## src/design/dmp_pkg.sv

```systemverilog
package dmp_pkg;

    // Header length in bytes and the byte that ends a question name.
    localparam logic [3:0] HEADER_BYTES = 4'd12;
    localparam logic [7:0] NAME_END     = 8'h00;

    // Configuration register indexes and reset values.
    localparam logic        CFG_MAX_QUESTIONS = 1'b0;
    localparam logic        CFG_MAX_RECORDS   = 1'b1;
    localparam logic [15:0] MAX_COUNT_RESET   = 16'd64;

    // Field kinds.
    localparam logic [3:0] KIND_ID        = 4'd0;
    localparam logic [3:0] KIND_FLAGS     = 4'd1;
    localparam logic [3:0] KIND_QDCOUNT   = 4'd2;
    localparam logic [3:0] KIND_ANCOUNT   = 4'd3;
    localparam logic [3:0] KIND_NSCOUNT   = 4'd4;
    localparam logic [3:0] KIND_ARCOUNT   = 4'd5;
    localparam logic [3:0] KIND_NAME_BYTE = 4'd6;
    localparam logic [3:0] KIND_QTYPE     = 4'd7;
    localparam logic [3:0] KIND_QCLASS    = 4'd8;
    localparam logic [3:0] KIND_RNAME     = 4'd9;
    localparam logic [3:0] KIND_RTYPE     = 4'd10;
    localparam logic [3:0] KIND_RCLASS    = 4'd11;
    localparam logic [3:0] KIND_RTTL      = 4'd12;
    localparam logic [3:0] KIND_RDLEN     = 4'd13;
    localparam logic [3:0] KIND_DATA_BYTE = 4'd14;

    // Sections.
    localparam logic [1:0] SEC_QUESTION   = 2'd0;
    localparam logic [1:0] SEC_ANSWER     = 2'd1;
    localparam logic [1:0] SEC_AUTHORITY  = 2'd2;
    localparam logic [1:0] SEC_ADDITIONAL = 2'd3;

    // Status codes.
    localparam logic [2:0] ST_OK             = 3'd0;
    localparam logic [2:0] ST_QUESTION_LIMIT = 3'd1;
    localparam logic [2:0] ST_ANSWER_LIMIT   = 3'd2;
    localparam logic [2:0] ST_AUTH_LIMIT     = 3'd3;
    localparam logic [2:0] ST_ADDL_LIMIT     = 3'd4;
    localparam logic [2:0] ST_TRUNCATED      = 3'd5;

    // One parse result, with a flag telling whether the byte produced one.
    typedef struct packed {
        logic        have;
        logic [3:0]  field_kind;
        logic [1:0]  section;
        logic [15:0] item_index;
        logic [31:0] field_value;
        logic [2:0]  status;
        logic        message_done;
    } t_result;

endpackage

```

## src/design/dmp_parse_core.sv

```systemverilog
module dmp_parse_core
    import dmp_pkg::*;
(
    input  logic        i_clk,
    input  logic        i_rst_n,
    input  logic        i_fire,
    input  logic [7:0]  i_data_byte,
    input  logic        i_last_byte,
    input  logic [15:0] i_max_questions,
    input  logic [15:0] i_max_records,
    output t_result     o_result
);

    typedef enum logic [3:0] {
        PH_HEADER = 4'd0,
        PH_QNAME  = 4'd1,
        PH_QTYPE  = 4'd2,
        PH_QCLASS = 4'd3,
        PH_RNAME  = 4'd4,
        PH_RTYPE  = 4'd5,
        PH_RCLASS = 4'd6,
        PH_RTTL   = 4'd7,
        PH_RDLEN  = 4'd8,
        PH_RDATA  = 4'd9
    } t_phase;

    t_phase      r_phase,     n_phase;
    logic [3:0]  r_cnt,       n_cnt;
    logic [23:0] r_shift,     n_shift;
    logic [15:0] r_q_left,    n_q_left;
    logic [15:0] r_an_left,   n_an_left;
    logic [15:0] r_ns_left,   n_ns_left;
    logic [15:0] r_ar_left,   n_ar_left;
    logic [15:0] r_data_left, n_data_left;
    logic [15:0] r_rec_idx,   n_rec_idx;
    logic        r_ended,     n_ended;

    logic [31:0] assembled;
    logic [1:0]  sec_cur;
    logic [2:0]  need;
    logic        do_next;
    logic        do_rec_done;
    logic        do_restart;
    logic [15:0] rec_left_dec;
    t_result     res;

    // The new byte shifted in behind the bytes already gathered.
    assign assembled = {r_shift, i_data_byte};
    assign need      = (r_phase == PH_RTTL) ? 3'd4 : 3'd2;

    // A record belongs to the first section that still has records left.
    always_comb begin
        if (r_an_left != 16'd0) begin
            sec_cur = SEC_ANSWER;
        end else if (r_ns_left != 16'd0) begin
            sec_cur = SEC_AUTHORITY;
        end else begin
            sec_cur = SEC_ADDITIONAL;
        end
    end

    // Next state and result for one byte.
    always_comb begin
        n_phase      = r_phase;
        n_cnt        = r_cnt;
        n_shift      = r_shift;
        n_q_left     = r_q_left;
        n_an_left    = r_an_left;
        n_ns_left    = r_ns_left;
        n_ar_left    = r_ar_left;
        n_data_left  = r_data_left;
        n_rec_idx    = r_rec_idx;
        n_ended      = r_ended;
        do_next      = 1'b0;
        do_rec_done  = 1'b0;
        do_restart   = 1'b0;
        rec_left_dec = 16'd0;
        res          = '0;
        res.status   = ST_OK;

        if (r_ended) begin
            // Trailing bytes are dropped until the last one.
            do_restart = i_last_byte;
        end else begin
            case (r_phase)
                PH_HEADER: begin
                    n_shift = assembled[23:0];
                    if (r_cnt[0]) begin
                        res.have        = 1'b1;
                        res.field_kind  = {1'b0, r_cnt[3:1]};
                        res.field_value = {16'd0, assembled[15:0]};
                        if (res.field_kind == KIND_QDCOUNT) begin
                            n_q_left = assembled[15:0];
                        end else if (res.field_kind == KIND_ANCOUNT) begin
                            n_an_left = assembled[15:0];
                        end else if (res.field_kind == KIND_NSCOUNT) begin
                            n_ns_left = assembled[15:0];
                        end else if (res.field_kind == KIND_ARCOUNT) begin
                            n_ar_left = assembled[15:0];
                        end
                    end
                    n_cnt = r_cnt + 4'd1;
                    if (n_cnt >= HEADER_BYTES) begin
                        if (n_q_left > i_max_questions) begin
                            res.status = ST_QUESTION_LIMIT;
                        end else if (n_an_left > i_max_records) begin
                            res.status = ST_ANSWER_LIMIT;
                        end else if (n_ns_left > i_max_records) begin
                            res.status = ST_AUTH_LIMIT;
                        end else if (n_ar_left > i_max_records) begin
                            res.status = ST_ADDL_LIMIT;
                        end
                        if (res.status != ST_OK) begin
                            res.message_done = 1'b1;
                        end else begin
                            do_next = 1'b1;
                        end
                    end
                end
                PH_QNAME: begin
                    if (i_data_byte == NAME_END) begin
                        n_phase = PH_QTYPE;
                        n_cnt   = 4'd0;
                        n_shift = 24'd0;
                    end else begin
                        res.have        = 1'b1;
                        res.field_kind  = KIND_NAME_BYTE;
                        res.item_index  = r_rec_idx;
                        res.field_value = {24'd0, i_data_byte};
                    end
                end
                PH_RDATA: begin
                    res.have        = 1'b1;
                    res.field_kind  = KIND_DATA_BYTE;
                    res.section     = sec_cur;
                    res.item_index  = r_rec_idx;
                    res.field_value = {24'd0, i_data_byte};
                    n_data_left     = r_data_left - 16'd1;
                    do_rec_done     = (n_data_left == 16'd0);
                end
                PH_QTYPE, PH_QCLASS, PH_RNAME, PH_RTYPE, PH_RCLASS, PH_RTTL,
                PH_RDLEN: begin
                    n_cnt   = r_cnt + 4'd1;
                    n_shift = assembled[23:0];
                    if (n_cnt >= {1'b0, need}) begin
                        res.have        = 1'b1;
                        res.item_index  = r_rec_idx;
                        res.field_value = (need == 3'd4) ? assembled
                                                         : {16'd0, assembled[15:0]};
                        res.section     = sec_cur;
                        n_cnt           = 4'd0;
                        n_shift         = 24'd0;
                        case (r_phase)
                            PH_QTYPE: begin
                                res.field_kind = KIND_QTYPE;
                                res.section    = SEC_QUESTION;
                                n_phase        = PH_QCLASS;
                            end
                            PH_QCLASS: begin
                                res.field_kind = KIND_QCLASS;
                                res.section    = SEC_QUESTION;
                                n_q_left       = r_q_left - 16'd1;
                                n_rec_idx      = (n_q_left == 16'd0) ? 16'd0
                                                                     : r_rec_idx + 16'd1;
                                do_next        = 1'b1;
                            end
                            PH_RNAME: begin
                                res.field_kind = KIND_RNAME;
                                n_phase        = PH_RTYPE;
                            end
                            PH_RTYPE: begin
                                res.field_kind = KIND_RTYPE;
                                n_phase        = PH_RCLASS;
                            end
                            PH_RCLASS: begin
                                res.field_kind = KIND_RCLASS;
                                n_phase        = PH_RTTL;
                            end
                            PH_RTTL: begin
                                res.field_kind = KIND_RTTL;
                                n_phase        = PH_RDLEN;
                            end
                            default: begin
                                res.field_kind = KIND_RDLEN;
                                n_data_left    = assembled[15:0];
                                if (assembled[15:0] == 16'd0) begin
                                    do_rec_done = 1'b1;
                                end else begin
                                    n_phase = PH_RDATA;
                                end
                            end
                        endcase
                    end
                end
                default: begin
                    do_restart = 1'b1;
                end
            endcase

            // A finished record takes one off its section's count.
            if (do_rec_done) begin
                if (r_an_left != 16'd0) begin
                    rec_left_dec = r_an_left - 16'd1;
                    n_an_left    = rec_left_dec;
                end else if (r_ns_left != 16'd0) begin
                    rec_left_dec = r_ns_left - 16'd1;
                    n_ns_left    = rec_left_dec;
                end else begin
                    rec_left_dec = r_ar_left - 16'd1;
                    n_ar_left    = rec_left_dec;
                end
                n_rec_idx = (rec_left_dec == 16'd0) ? 16'd0 : r_rec_idx + 16'd1;
                do_next   = 1'b1;
            end

            // Move on to the next question or record, or end the message.
            if (do_next) begin
                n_cnt   = 4'd0;
                n_shift = 24'd0;
                if (n_q_left != 16'd0) begin
                    n_phase = PH_QNAME;
                end else if (n_an_left != 16'd0 || n_ns_left != 16'd0 ||
                             n_ar_left != 16'd0) begin
                    n_phase = PH_RNAME;
                end else begin
                    res.message_done = 1'b1;
                end
            end

            // A last byte before the end of parsing marks truncation.
            if (!res.message_done && i_last_byte) begin
                res.status       = ST_TRUNCATED;
                res.message_done = 1'b1;
                if (!res.have) begin
                    res.field_kind  = KIND_ID;
                    res.section     = SEC_QUESTION;
                    res.item_index  = 16'd0;
                    res.field_value = 32'd0;
                end
                res.have = 1'b1;
            end
            if (res.message_done) begin
                n_ended = 1'b1;
            end
            if (i_last_byte) begin
                do_restart = 1'b1;
            end
        end

        // Every last byte starts the parser over at the header.
        if (do_restart) begin
            n_phase     = PH_HEADER;
            n_cnt       = 4'd0;
            n_shift     = 24'd0;
            n_q_left    = 16'd0;
            n_an_left   = 16'd0;
            n_ns_left   = 16'd0;
            n_ar_left   = 16'd0;
            n_data_left = 16'd0;
            n_rec_idx   = 16'd0;
            n_ended     = 1'b0;
        end
    end

    assign o_result = res;

    // Parser state advances on each processed byte.
    always_ff @(posedge i_clk) begin
        if (!i_rst_n) begin
            r_phase     <= PH_HEADER;
            r_cnt       <= 4'd0;
            r_shift     <= 24'd0;
            r_q_left    <= 16'd0;
            r_an_left   <= 16'd0;
            r_ns_left   <= 16'd0;
            r_ar_left   <= 16'd0;
            r_data_left <= 16'd0;
            r_rec_idx   <= 16'd0;
            r_ended     <= 1'b0;
        end else if (i_fire) begin
            r_phase     <= n_phase;
            r_cnt       <= n_cnt;
            r_shift     <= n_shift;
            r_q_left    <= n_q_left;
            r_an_left   <= n_an_left;
            r_ns_left   <= n_ns_left;
            r_ar_left   <= n_ar_left;
            r_data_left <= n_data_left;
            r_rec_idx   <= n_rec_idx;
            r_ended     <= n_ended;
        end
    end

endmodule

```

## src/design/dns_message_parser.sv

```systemverilog
// Channel   Handshake                    Payload
// input     i_in_valid / o_in_ready      i_data_byte, i_last_byte
// output    o_out_valid / i_out_ready    o_field_kind, o_section, o_item_index,
//                                        o_field_value, o_status, o_message_done
// config    i_cfg_we                     i_cfg_index, i_cfg_data
//
// One byte is accepted per clock, sustained while the output is not stalled. A
// byte is captured in the input register when accepted and then parsed by the
// combinational core; its result, if any, is registered as the pipeline moves.
// Reset is synchronous and active low; configuration returns to 64 and 64.
// While the output register is held by a stall, an empty input register takes
// one more byte, and further bytes wait until the output transaction completes.
module dns_message_parser
    import dmp_pkg::*;
(
    input  logic        i_clk,
    input  logic        i_rst_n,
    input  logic        i_in_valid,
    output logic        o_in_ready,
    input  logic [7:0]  i_data_byte,
    input  logic        i_last_byte,
    output logic        o_out_valid,
    input  logic        i_out_ready,
    output logic [3:0]  o_field_kind,
    output logic [1:0]  o_section,
    output logic [15:0] o_item_index,
    output logic [31:0] o_field_value,
    output logic [2:0]  o_status,
    output logic        o_message_done,
    input  logic        i_cfg_we,
    input  logic        i_cfg_index,
    input  logic [15:0] i_cfg_data
);

    logic [15:0] r_max_questions;
    logic [15:0] r_max_records;
    logic        r_in_valid;
    logic [7:0]  r_in_byte;
    logic        r_in_last;
    logic        r_out_valid;
    t_result     r_out;
    logic        advance;
    logic        fire;
    t_result     result;

    // Pipeline moves when the output register is empty or being drained.
    assign advance    = !r_out_valid || i_out_ready;
    assign fire       = r_in_valid && advance;
    assign o_in_ready = !r_in_valid || advance;

    // Configuration registers.
    always_ff @(posedge i_clk) begin
        if (!i_rst_n) begin
            r_max_questions <= MAX_COUNT_RESET;
            r_max_records   <= MAX_COUNT_RESET;
        end else if (i_cfg_we) begin
            if (i_cfg_index == CFG_MAX_QUESTIONS) begin
                r_max_questions <= i_cfg_data;
            end else begin
                r_max_records <= i_cfg_data;
            end
        end
    end

    // Input register.
    always_ff @(posedge i_clk) begin
        if (!i_rst_n) begin
            r_in_valid <= 1'b0;
        end else if (o_in_ready) begin
            r_in_valid <= i_in_valid;
        end
    end

    always_ff @(posedge i_clk) begin
        if (o_in_ready && i_in_valid) begin
            r_in_byte <= i_data_byte;
            r_in_last <= i_last_byte;
        end
    end

    dmp_parse_core u_core (
        .i_clk           (i_clk),
        .i_rst_n         (i_rst_n),
        .i_fire          (fire),
        .i_data_byte     (r_in_byte),
        .i_last_byte     (r_in_last),
        .i_max_questions (r_max_questions),
        .i_max_records   (r_max_records),
        .o_result        (result)
    );

    // Result register.
    always_ff @(posedge i_clk) begin
        if (!i_rst_n) begin
            r_out_valid <= 1'b0;
        end else if (advance) begin
            r_out_valid <= fire && result.have;
        end
    end

    always_ff @(posedge i_clk) begin
        if (advance) begin
            r_out <= result;
        end
    end

    assign o_out_valid    = r_out_valid;
    assign o_field_kind   = r_out.field_kind;
    assign o_section      = r_out.section;
    assign o_item_index   = r_out.item_index;
    assign o_field_value  = r_out.field_value;
    assign o_status       = r_out.status;
    assign o_message_done = r_out.message_done;

endmodule
```

## config.mk

```make
export PLATFORM = sky130hd
export DESIGN_NAME = dns_message_parser
export DESIGN_NICKNAME = d
export VERILOG_FILES = /design/src/design/dmp_pkg.sv /design/src/design/dmp_parse_core.sv /design/src/design/dns_message_parser.sv
export SDC_FILE = /design/constraint.sdc
export NUM_CORES = 1
export LEC_CHECK = 0
export BUFFER_PORTS_ARGS = -buffer_cell sky130_fd_sc_hd__clkbuf_2
export CAP_MARGIN = 20
export CORE_ASPECT_RATIO = 0.7
export CORE_MARGIN = 2
export CORE_UTILIZATION = 40
export DETAILED_ROUTE_END_ITERATION = 16
export PLACE_DENSITY = 0.58
export RECOVER_POWER = 50
export SETUP_SLACK_MARGIN = 0.4
export SLEW_MARGIN = 15
export SYNTH_ARGS = -nofsm -noshare
export SYNTH_HDL_FRONTEND = slang
export SYNTH_SLANG_ARGS = --single-unit
```

## constraint.sdc

```tcl
create_clock -name i_clk -period 6.8 [get_ports i_clk]
set_input_delay 0.34 -clock i_clk [delete_from_list [all_inputs] [get_ports i_clk]]
set_output_delay 0.34 -clock i_clk [all_outputs]
set_load 0.05 [all_outputs]
```

==> flow_summary.toml <==
[place]
place_congestion = 1.00
io_buffer_count = 90
dpl.hpwl_mm = 44.7
dp_slack_ns = 0.887

[synthesis]
yosysSeqAreaShare_pct = 33.5
synth-adder-area-share_pct = 6.05
synth_ff_type = "dfxtp_1"
async_flop_share_pct = 0
synth_area_mm2 = 0.0157
synth.area.mux_share_pct = 5.04
synth_edf_count = 67
syn_avg_cell_area_um2 = 7.98
yosys.area_share.simple_pct = 25.5
ys_seq_elements = 230
synth_cell_types = 91
synth_top_family_by_area = "simple AND/OR/NAND/NOR gates"
syn_nets = 2079
synth-xor-area-share_pct = 2.56
syn_inst = 1972
synth_compound_area_share_pct = 22.0
yosys_warnings = 0

[detailed_routing]
wl_mm = 62.2
vias = 15700
met3_length_mm = 7.48
routed.top_layer = "met4"
ant_nets = 0
drt-initial-drc-count = 2268
route.met2.wl_mm = 23.6
firstDrtPassIters = 6
wl_per_cell_um = 24.4
drc_errors = 0
routedLengthMet1_mm = 30.1
viasPerCell = 6.18

[sta]
max_freq_ghz = 0.163
min_period_ns = 6.15
setup_tns_ns = 0
rsz0062_at_grt = "false"
fin_ws_ns = 0.653
setup_violations = 0
finalHoldViolations = 0
fin_crit_sh_pct = 90.4
hold_ws_ns = 0.0243
fin_skew_ns = 0.0267
slew_headroom_pct = -144
slew_viol_final = 141
worstMarginPinSlew_ns = 3.67

[run]
max_cap_violations = 2

[power_and_ir_drop]
p_leak_uw = 0.00713
peakVddDrop_uv = 139
power_density_mw_per_mm2 = 190

[global_routing]
grt_overflow = 0
grt_usage_pct = 30.0
grt_pass1_vias = 14200
grt_start_max_net_pins = 81
grt_pass1_wl_mm = 92.9
antenna_found_initial = 1

[critical_path]
max_stage_delay_ns = 0.89
path_delay_family = "compound AO/OA/AOI/OAI gates"
cp_max_fo = 15
worstPathRequired_ns = 7.09
path_common_cell = "a21oi_1"
crit_buf_inv = 0
startpoint_type = "register"
arrival_ns = 6.44
crit_type = "register to register"
crit_chain = "and2_0 -> nand3_1 -> ha_1 -> a21bo_2 -> a21oi_1 -> a211oi_4 -> a21o_2 -> nand2_1 -> o311ai_0 -> o21ai_0 -> nor4_4 -> and3_1 -> or3_1 -> a21oi_1"
cp-end-kind = "register"
critPathSlowestCell = "o311ai_0"

[floorplanning]
die_y_um = 170
die_w_um = 241
placement_rows = 60
dieArea_mm2 = 0.0410
io_pins = 91
core-area_mm2 = 0.0386
initial_core_util_pct = 40.8

[cells_and_area]
n_antenna_cell = 0
area_growth_pct = 11.6
drive_above_1_share_pct = 10.4
final-seq-area_mm2 = 0.00528
fin_nets = 2109
multiInputGateArea_mm2 = 0.00968
fillers = 3980
utilization_pct = 45.5

[clock_network]
clk_pin_slew_ns = 0.07
cts_root_buffer = "clkbuf_16"
cts_sinks = 230
htreeDepth = 1
post_cts_buffers = 0
clk_path_buf_depth = 3
numCtsBuffers = 26
cts_tree = "yes"
insertion_delay_ns = 0.57

[status]
status = "complete, but fails checks"
violations = "capacitance limit, slew limit"

[min_path]
hp-class = "input port to register"
[cell usage after synthesis, types with 6 or more instances]
| library cell | number | area share [%] |
|---|---|---|
| nor3b_1 | 6 | 0.29 |
| a22o_1 | 27 | 1.5 |
| o211a_1 | 11 | 0.70 |
| and3_1 | 17 | 0.68 |
| xnor2_1 | 26 | 1.4 |
| nand4b_1 | 9 | 0.50 |
| ha_1 | 76 | 6.0 |
| nand4_1 | 19 | 0.76 |
| inv_1 | 69 | 1.6 |
| a221oi_1 | 6 | 0.33 |
| nand2_1 | 211 | 5.0 |
| or4_1 | 17 | 0.81 |
| and2_1 | 49 | 1.9 |
| buf_1 | 9 | 0.21 |
| mux2i_1 | 23 | 1.5 |
| o21ai_0 | 104 | 3.3 |
| edfxtp_1 | 67 | 13 |
| nor3_1 | 56 | 1.8 |
| a31oi_1 | 18 | 0.72 |
| o22ai_1 | 13 | 0.52 |
| dfxtp_1 | 163 | 21 |
| nand3_1 | 45 | 1.4 |
| or2_2 | 7 | 0.28 |
| clkbuf_1 | 129 | 3.1 |
| nor2b_1 | 15 | 0.60 |
| o31ai_1 | 13 | 0.62 |
| nand2b_1 | 13 | 0.52 |
| a22oi_1 | 40 | 1.9 |
| mux2_2 | 50 | 3.6 |
| a211oi_1 | 15 | 0.72 |
| nor2_1 | 237 | 5.7 |
| o211ai_1 | 9 | 0.43 |
| nor4_1 | 29 | 1.2 |
| xor2_1 | 20 | 1.1 |
| or3_1 | 20 | 0.80 |
| a21oi_1 | 169 | 5.4 |
| nor4_2 | 6 | 0.48 |
| o21bai_1 | 7 | 0.33 |
| nand3b_1 | 10 | 0.48 |
| a21o_1 | 19 | 0.91 |
| o21a_1 | 8 | 0.38 |
[cells in the final DEF (no fill, tap or decap), drive strengths merged, types with 14 or more instances in the layout]
cell / netlist / layout
a22oi: 41 / 41
clkbuf: 129 / 135
o21ai: 109 / 109
or4: 21 / 21
mux2: 50 / 50
or3: 20 / 20
nor2b: 15 / 15
xor2: 20 / 20
edfxtp: 67 / 67
xnor2: 26 / 26
and2: 49 / 49
dfxtp: 163 / 163
nand3: 45 / 45
nor4: 38 / 38
nor3: 56 / 56
a22o: 27 / 27
a21oi: 169 / 169
ha: 76 / 76
a31oi: 18 / 18
nand4: 19 / 19
mux2i: 23 / 23
nand2: 211 / 211
nor2: 238 / 238
inv: 69 / 67
and3: 17 / 17
a21o: 20 / 20
buf: 17 / 44
a211oi: 16 / 16
o31ai: 14 / 14
[where the power goes]
group	internal (uW)	leakage [uW]	switching [uW]
Combinational	116	0.00461	294
Clock	851	0.000416	604
Sequential	1440	0.00211	25.5
[what timing repair did]
action | 4_1_cts | 5_1_grt
endpoints found under the hold margin | 9 | 0
endpoints found under the setup margin | 0 | 1
gates resized for setup | 0 | 1
hold buffers | 9 | 0
[cell type report]
class	instances	area share (%)
repair buffers	148	4.65
well taps	527	3.76
clock buffers	40	4.36
multi-input cells	1527	55.1
clock inverters	8	0.563
inverters	69	1.48
flip-flops and latches	230	30.0
[kinds of logic after synthesis]
| kind of cell | after synthesis |
|---|---|
| simple gates | 800 |
| flops | 230 |
| compound gates | 532 |
| buf+inv | 215 |
| mux | 73 |
| fa+ha+maj | 76 |
| xor+xnor | 46 |
[registers in the layout, indices dropped and copies added (netlist names), 8 cells and up]
name and count:
u_core.r_rec_idx 16, r_max_records 16, u_core.r_an_left 16, r_in_byte 8, u_core.r_q_left 16, u_core.r_ar_left 16
u_core.r_data_left 16, r_max_questions 16, u_core.r_ns_left 16, u_core.r_shift 24, o_field_value 32, o_item_index 16
[per-stage QoR]
stage	cell area, um^2	total power (uW)	cells
after floorplan	15700	1740	1972
after global placement	16700	1890	2491
after detailed placement	16700	1890	2491
after CTS	17600	3350	2548
after global routing	17600	3440	2549
final	17600	3330	2549
[final timing paths]
check / from / end / slack, ns / cells past startpoint
setup / recovery: u_core.r_phase[0] / o_status[0] / 0.65 / 14
hold / removal: i_in_valid / r_in_valid / 0.02 / 3
setup reg to reg: u_core.r_phase[0] / o_status[0] / 0.65 / 14
hold reg to reg: r_max_questions[9] / r_max_questions[9] / 0.45 / 2
[routing by layer]
| layer | vias to the layer above | global-route usage [%] |
|---|---|---|
| li1 | 7230 | - |
| met1 | 7580 | 47.8 |
| met4 | 0 | 5.31 |
| met3 | 76 | 8.19 |
| met5 | - | 0 |
| met2 | 863 | 39.4 |
[tightest hold or removal path: cells and delay by family]
family,cells,cell delay [ns]
buf+inv,1,0.09
simple gates,1,0.08
compound gates,1,0.04
(Power assumes the default switching activity.)
